<file path="src/rtl/mul_div_unit_32_macros.svh">
// Assertion helpers used by mul_div_unit_32.sv.
`ifndef MUL_DIV_UNIT_32_MACROS_SVH
`define MUL_DIV_UNIT_32_MACROS_SVH

// Same-cycle implication, disabled during reset.
`define MDU_ASSERT_NOW(label, clk, rst, ante, cons) \
   label: assert property (@(posedge clk) disable iff (rst) (ante) |-> (cons)) \
      else $error("mul_div_unit_32: same-cycle check failed");

// Next-cycle implication, disabled during reset.
`define MDU_ASSERT_NEXT(label, clk, rst, ante, cons) \
   label: assert property (@(posedge clk) disable iff (rst) (ante) |=> (cons)) \
      else $error("mul_div_unit_32: next-cycle check failed");

`endif

</file>
<file path="src/rtl/mdu_pkg.sv">
`timescale 1ns / 1ps

package mdu_pkg;

   localparam int WORD_W = 32;
   localparam int CMD_W  = 2;

   typedef enum logic [CMD_W-1:0] {
      CMD_MULU = 2'd0,
      CMD_MULS = 2'd1,
      CMD_DIVU = 2'd2,
      CMD_DIVS = 2'd3
   } cmd_type;

endpackage

</file>
<file path="src/rtl/mdu_alu.sv">
`timescale 1ns / 1ps

module mdu_alu #(
   parameter int WORD_W = mdu_pkg::WORD_W
) (
   input  logic              sub,
   input  logic [WORD_W-1:0] acc,
   input  logic              shift_in,
   input  logic [WORD_W-1:0] oper,
   output logic [WORD_W+1:0] sum
);
   import mdu_pkg::*;

   localparam int SW = WORD_W + 2;

   logic [SW-1:0] opa;
   logic [SW-1:0] opb;

   always_comb begin
      if (sub) begin
         opa = {1'b0, acc, shift_in};
         opb = ~{2'b00, oper};
      end else begin
         opa = {2'b00, acc};
         opb = {2'b00, oper};
      end
   end

   assign sum = opa + opb + {{(SW-1){1'b0}}, sub};

endmodule

</file>
<file path="src/rtl/mul_div_unit_32.sv">
`timescale 1ns / 1ps
//
// Iterative multiply / divide unit.
// Request channel: req_cmd, req_operand_a_low, req_operand_a_high and
// req_operand_b are taken at a rising edge with start high and busy low.
// req_cmd 0 multiplies unsigned, 1 multiplies signed, 2 divides unsigned
// (64/32), 3 divides signed. busy stays high until the request finishes.
// Result channel: rsp_valid is high for exactly one cycle with the product
// or quotient on rsp_result_low / rsp_result_high, the remainder magnitude
// on rsp_remainder_out and rsp_ok; a zero divisor or quotient overflow
// gives rsp_ok low and zero results. The receiver cannot stall the strobe.
// One shared adder/subtractor runs one shift-add or restoring step per
// cycle, so a multiply takes 32 steps and a divide 64, after a load on
// accept and before a finish state. A new request may be started in the
// cycle the strobe is shown.
// Reset (synchronous, active high) returns the unit to idle and drops any
// request in flight without a result.
//
`include "mul_div_unit_32_macros.svh"

module mul_div_unit_32 #(
   parameter int WORD_W = mdu_pkg::WORD_W
) (
   input  logic                     clock,
   input  logic                     reset,
   input  logic                     start,
   input  logic [mdu_pkg::CMD_W-1:0] req_cmd,
   input  logic [WORD_W-1:0]        req_operand_a_low,
   input  logic [WORD_W-1:0]        req_operand_a_high,
   input  logic [WORD_W-1:0]        req_operand_b,
   output logic                     busy,
   output logic                     rsp_valid,
   output logic [WORD_W-1:0]        rsp_result_low,
   output logic [WORD_W-1:0]        rsp_result_high,
   output logic [WORD_W-1:0]        rsp_remainder_out,
   output logic                     rsp_ok
);
   import mdu_pkg::*;

   localparam int DW    = 2 * WORD_W;
   localparam int CNT_W = $clog2(DW);
   localparam logic [CNT_W-1:0] MUL_LAST = CNT_W'(WORD_W - 1);
   localparam logic [CNT_W-1:0] DIV_LAST = CNT_W'(DW - 1);

   typedef enum logic [2:0] {
      ST_IDLE = 3'b001,
      ST_RUN  = 3'b010,
      ST_DONE = 3'b100
   } state_type;

   state_type         state_ff, state_in;
   logic [CNT_W-1:0]  cnt_ff, cnt_in;
   logic [WORD_W-1:0] acc_ff, acc_in;
   logic [DW-1:0]     shreg_ff, shreg_in;
   logic [WORD_W-1:0] oper_ff, oper_in;
   logic              is_div_ff, is_div_in;
   logic              sdiv_ff, sdiv_in;
   logic              neg_ff, neg_in;
   logic              zdiv_ff, zdiv_in;

   logic              rsp_valid_ff, rsp_valid_in;
   logic [WORD_W-1:0] rsp_low_ff, rsp_low_in;
   logic [WORD_W-1:0] rsp_high_ff, rsp_high_in;
   logic [WORD_W-1:0] rsp_rem_ff, rsp_rem_in;
   logic              rsp_ok_ff, rsp_ok_in;

   logic              accept;
   logic [WORD_W-1:0] mag_a_low;
   logic [WORD_W-1:0] mag_b;
   logic [DW-1:0]     dividend;
   logic [DW-1:0]     mag_dvd;
   logic [WORD_W+1:0] alu_sum;
   logic [WORD_W:0]   mul_step;
   logic              qbit;
   logic              last;
   logic [DW-1:0]     fin_val;
   logic [DW-1:0]     fin_neg;
   logic              fin_err;

   assign accept   = start && (state_ff == ST_IDLE);
   assign busy     = (state_ff != ST_IDLE);
   assign dividend = {req_operand_a_high, req_operand_a_low};

   assign mag_a_low = req_operand_a_low[WORD_W-1] ?
                      (~req_operand_a_low + WORD_W'(1)) : req_operand_a_low;
   assign mag_b     = req_operand_b[WORD_W-1] ?
                      (~req_operand_b + WORD_W'(1)) : req_operand_b;
   assign mag_dvd   = req_operand_a_high[WORD_W-1] ? (~dividend + DW'(1)) : dividend;

   mdu_alu #(
      .WORD_W(WORD_W)
   ) u_alu (
      .sub      (is_div_ff),
      .acc      (acc_ff),
      .shift_in (shreg_ff[DW-1]),
      .oper     (oper_ff),
      .sum      (alu_sum)
   );

   assign mul_step = shreg_ff[0] ? alu_sum[WORD_W:0] : {1'b0, acc_ff};
   assign qbit     = !alu_sum[WORD_W+1];
   assign last     = (cnt_ff == (is_div_ff ? DIV_LAST : MUL_LAST));

   assign fin_val = is_div_ff ? shreg_ff : {acc_ff, shreg_ff[WORD_W-1:0]};
   assign fin_neg = neg_ff ? (~fin_val + DW'(1)) : fin_val;
   assign fin_err = is_div_ff && (zdiv_ff ||
                    (sdiv_ff ? (shreg_ff[DW-1:WORD_W-1] != '0)
                             : (shreg_ff[DW-1:WORD_W] != '0)));

   always_comb begin
      state_in     = state_ff;
      cnt_in       = cnt_ff;
      acc_in       = acc_ff;
      shreg_in     = shreg_ff;
      oper_in      = oper_ff;
      is_div_in    = is_div_ff;
      sdiv_in      = sdiv_ff;
      neg_in       = neg_ff;
      zdiv_in      = zdiv_ff;
      rsp_valid_in = 1'b0;
      rsp_low_in   = rsp_low_ff;
      rsp_high_in  = rsp_high_ff;
      rsp_rem_in   = rsp_rem_ff;
      rsp_ok_in    = rsp_ok_ff;

      case (state_ff)
         ST_IDLE: begin
            if (accept) begin
               state_in = ST_RUN;
               cnt_in   = '0;
               acc_in   = '0;
               zdiv_in  = (req_operand_b == '0);
               case (cmd_type'(req_cmd))
                  CMD_MULU: begin
                     oper_in   = req_operand_a_low;
                     shreg_in  = {{WORD_W{1'b0}}, req_operand_b};
                     is_div_in = 1'b0;
                     sdiv_in   = 1'b0;
                     neg_in    = 1'b0;
                  end
                  CMD_MULS: begin
                     oper_in   = mag_a_low;
                     shreg_in  = {{WORD_W{1'b0}}, mag_b};
                     is_div_in = 1'b0;
                     sdiv_in   = 1'b0;
                     neg_in    = req_operand_a_low[WORD_W-1] ^ req_operand_b[WORD_W-1];
                  end
                  CMD_DIVU: begin
                     oper_in   = req_operand_b;
                     shreg_in  = dividend;
                     is_div_in = 1'b1;
                     sdiv_in   = 1'b0;
                     neg_in    = 1'b0;
                  end
                  default: begin
                     oper_in   = mag_b;
                     shreg_in  = mag_dvd;
                     is_div_in = 1'b1;
                     sdiv_in   = 1'b1;
                     neg_in    = req_operand_a_high[WORD_W-1] ^ req_operand_b[WORD_W-1];
                  end
               endcase
            end
         end
         ST_RUN: begin
            if (is_div_ff) begin
               acc_in   = qbit ? alu_sum[WORD_W-1:0] : {acc_ff[WORD_W-2:0], shreg_ff[DW-1]};
               shreg_in = {shreg_ff[DW-2:0], qbit};
            end else begin
               acc_in   = mul_step[WORD_W:1];
               shreg_in = {shreg_ff[DW-1:WORD_W], mul_step[0], shreg_ff[WORD_W-1:1]};
            end
            cnt_in = cnt_ff + CNT_W'(1);
            if (last) begin
               state_in = ST_DONE;
            end
         end
         ST_DONE: begin
            state_in     = ST_IDLE;
            rsp_valid_in = 1'b1;
            rsp_ok_in    = !fin_err;
            if (fin_err) begin
               rsp_low_in  = '0;
               rsp_high_in = '0;
               rsp_rem_in  = '0;
            end else begin
               rsp_low_in  = fin_neg[WORD_W-1:0];
               rsp_high_in = fin_neg[DW-1:WORD_W];
               rsp_rem_in  = is_div_ff ? acc_ff : '0;
            end
         end
         default: begin
            state_in = ST_IDLE;
         end
      endcase
   end

   always_ff @(posedge clock) begin
      if (reset) begin
         state_ff     <= ST_IDLE;
         cnt_ff       <= '0;
         rsp_valid_ff <= 1'b0;
      end else begin
         state_ff     <= state_in;
         cnt_ff       <= cnt_in;
         rsp_valid_ff <= rsp_valid_in;
      end
   end

   always_ff @(posedge clock) begin
      acc_ff      <= acc_in;
      shreg_ff    <= shreg_in;
      oper_ff     <= oper_in;
      is_div_ff   <= is_div_in;
      sdiv_ff     <= sdiv_in;
      neg_ff      <= neg_in;
      zdiv_ff     <= zdiv_in;
      rsp_low_ff  <= rsp_low_in;
      rsp_high_ff <= rsp_high_in;
      rsp_rem_ff  <= rsp_rem_in;
      rsp_ok_ff   <= rsp_ok_in;
   end

   assign rsp_valid         = rsp_valid_ff;
   assign rsp_result_low    = rsp_low_ff;
   assign rsp_result_high   = rsp_high_ff;
   assign rsp_remainder_out = rsp_rem_ff;
   assign rsp_ok            = rsp_ok_ff;

   `MDU_ASSERT_NEXT(a_accept_runs, clock, reset, accept, (state_ff == ST_RUN) && (cnt_ff == '0))
   `MDU_ASSERT_NEXT(a_done_strobes, clock, reset, state_ff == ST_DONE, rsp_valid && !busy)
   `MDU_ASSERT_NOW(a_err_zero, clock, reset, rsp_valid && !rsp_ok, (rsp_result_low == '0) && (rsp_result_high == '0) && (rsp_remainder_out == '0))

endmodule

</file>
<file path="config.mk">
export PLATFORM = sky130hd
export DESIGN_NAME = mul_div_unit_32
export DESIGN_NICKNAME = d
export VERILOG_FILES = /design/src/rtl/mdu_pkg.sv /design/src/rtl/mdu_alu.sv /design/src/rtl/mul_div_unit_32.sv
export VERILOG_INCLUDE_DIRS = /design/src /design/src/rtl
export SDC_FILE = /design/constraint.sdc
export NUM_CORES = 1
export LEC_CHECK = 0
export BUFFER_PORTS_ARGS = -buffer_cell sky130_fd_sc_hd__buf_2
export CAP_MARGIN = 10
export CORE_MARGIN = 10
export CORE_UTILIZATION = 25
export CTS_CLUSTER_SIZE = 16
export DETAILED_ROUTE_END_ITERATION = 8
export PLACE_DENSITY = 0.53
export SLEW_MARGIN = 20
export SYNTH_ARGS = -nofsm -noshare
export SYNTH_HDL_FRONTEND = slang
export SYNTH_SLANG_ARGS = --single-unit
</file>
<file path="constraint.sdc">
create_clock -name clock -period 10.5 [get_ports clock]
set_clock_uncertainty 0.2 [all_clocks]
set_input_delay 0.525 -clock clock [delete_from_list [all_inputs] [get_ports clock]]
set_output_delay 0.525 -clock clock [all_outputs]
set_load 0.02 [all_outputs]
</file>
==> reports/qor.yml <==
status: "completed"
tightest_slew_ns: 1.03
cts_tree: "yes"
synth_fa_ha_area_share_pct: 2.68
use_met3_pct: 2.26
p_leak_nw: 7.45
synth_cell_type_count: 82
ios: 200
ys_warn_count: 0
clk_latency_ns: 0.59
final_cells: 3012
place_ws_ns: 5.42
wl_um: 67400
use_met2_pct: 24.9
r2r_slack_ns: 5.32
power_mw: 3.01
final_util_pct: 29.0
grt-busiest-layer: "met2"
worstSetupEndpointType: "flop"
synth_cells: 1931
synthesis.area_um2: 17500
grt_overflow: 0
nets: 2190
cp-start-kind: "flop"
fmax_ghz: 0.193
synth_ff_type: "edfxtp_1"
worstPathArrival_ns: 5.27
hold_class: "in2reg"
crit_type: "reg2reg"
yosys.area.top_type: "edfxtp_1"
synth_top_family_by_area: "simple AND/OR/NAND/NOR gates"
ant_nets: 0
fp.dieH_um: 285
grtUsageTotal_pct: 15.8
htreeDepth: 1
final.setup.tns_ns: 0
cts_buffers: 29
final_common_cell: "edfxtp_1"
viasPerCell: 5.12
ys_seq_elements: 239
syn-num-nets: 2069
cts.sinks: 239
final_cell_mix: "229 x edfxtp_1, 198 x buf_2, 192 x o21ai_0"
wl_per_cell_um: 22.4
core_um2: 69800
worst_slack_ns: 5.32
initial_core_util_pct: 25.1
synth-seq-area-share_pct: 40.4
synth_top_area_share_pct: 39.2
powerDensity_nw_per_um2: 149
syn_avg_cell_area_um2: 9.08
synth-simple-area-share_pct: 18.1
synth-xor-area-share_pct: 11.1
relSlewSlack_pct: 31.4
drt-initial-drc-count: 1372
dpl.cell_count: 2961
dieArea_um2: 81100
rsz0062_at_grt: "no"
clk_pin_slew_ns: 0.06
cts_resized: 0
dr.pass1.iters: 5
async_flop_share_pct: 0
layout-drive-gt1-share_pct: 15.8
fin_crit_sh_pct: 49.3
report.final.setup_viol: 0
synth.area.top_cells: "edfxtp_1 39%, xor2_1 6.3%, o21ai_0 5.5%"
place_congestion: 0.906
grt_pass1_vias: 14900
syn2layout_area_growth_pct: 15.5
io_buffers: 199
hpwl_um: 53000
ctsLongestPathBuffers: 3
dieWidth_um: 285
synth-compound-area-share_pct: 16.8
post_cts_buffers: 0
grt_pass1_wl_um: 99600
antenna_found_initial: 8
peakVddDrop_mv: 0.131
synth-edff-count: 229
hold_buffers: 0
vias: 15400
critical_path.max_fanout: 214
slew_violations: 0
remaining_drc_errors: 0
grt_max_degree: 215
row_count: 97
root_buffer: "clkbuf_16"
required_ns: 10.59
synthMuxAreaShare_pct: 7.16
hold_viol: 0
fin_crit_ns: 5.18
cap_violations: 0
met1_usage_pct: 22.4
==> routing by layer <==
metal  vias to the layer above  routed length (um)
met5                         -                 111
met4                        14                1250
met3                        71                4680
met2                       556               30200
met1                      7452               31200
li1                       7317                   -
==> report_power, final <==
part	leakage [nW]	switching (mW)	total, mW	internal [mW]
registers	2.21	0.0937	1.21	1.12
logic	4.81	0.527	0.830	0.303
clock network	0.423	0.421	0.973	0.552
==> path summary, 6_finish.rpt <==
| kind | end | start | depth (start not counted) |
|---|---|---|---|
| max | acc_ff[25] | is_div_ff | 13 |
| min | cnt_ff[0] | reset | 2 |
| max reg2reg | acc_ff[25] | is_div_ff | 13 |
| min reg2reg | cnt_ff[1] | cnt_ff[1] | 2 |
==> metrics by stage <==
step	instance area, um2	hold WS, ns
3_5_place_dp	19400	0.278
5_1_grt	20300	0.0648
6_report	20300	0.0727
3_3_place_gp	19400	0.275
4_1_cts	20200	0.0466
2_1_floorplan	17500	0.263
==> cells in the mapped netlist (7+ instances only) <==
cell type and n:
a211oi_1 11, a21o_1 18, a21oi_1 134, a31oi_1 15
and2_1 14, and3_1 43, buf_1 12, buf_2 18
clkbuf_1 92, dfxtp_1 10, edfxtp_1 229, ha_1 36
inv_1 34, mux2_2 35, mux2i_1 86, nand2_1 190
nand2b_1 15, nand3_1 43, nand4_1 16, nor2_1 171
nor2b_1 10, nor3_1 59, nor3b_1 7, nor4_1 19
o211ai_1 23, o21ai_0 192, o22ai_1 17, o31ai_1 19
o41ai_1 11, or3_1 23, or4_1 8, xnor2_1 95
xor2_1 127
==> final cells by class <==
class	count	area (um2)
diodes	2	5.00
clock buffers	32	737
well taps	940	1180
inverters	34	128
flip-flops and latches	239	7080
multi-input cells	1530	9820
repair buffers	218	1150
fillers	7381	49500
clock inverters	17	156
==> critical path: stages (launching register included) <==
cell	delay, ns
edfxtp_1	0.40
buf_12	0.64
inv_1	0.50
nand2_1	0.21
nand2_1	0.11
ha_1	0.41
nand4_1	0.14
or4_1	0.58
a31oi_1	0.34
a31o_2	0.21
buf_4	0.48
mux2i_1	0.24
a21oi_1	0.08
a21boi_0	0.18
==> flip-flops by register name, indices dropped and copies added (netlist names) <==
name / cells
rsp_valid: 1
oper_ff: 32
state_ff: 3
neg_ff: 1
rsp_remainder_out: 32
rsp_result_low: 32
acc_ff: 32
shreg_ff: 64
is_div_ff: 1
cnt_ff: 6
sdiv_ff: 1
zdiv_ff: 1
rsp_ok: 1
rsp_result_high: 32
==> logic make-up after synthesis <==
logic type | after synthesis
fa+ha+maj | 37
buf+inv | 162
flops | 239
mux | 121
simple gates | 654
compound gates | 496
xor+xnor | 222
Note: power is estimated with default switching activity, not from simulation.
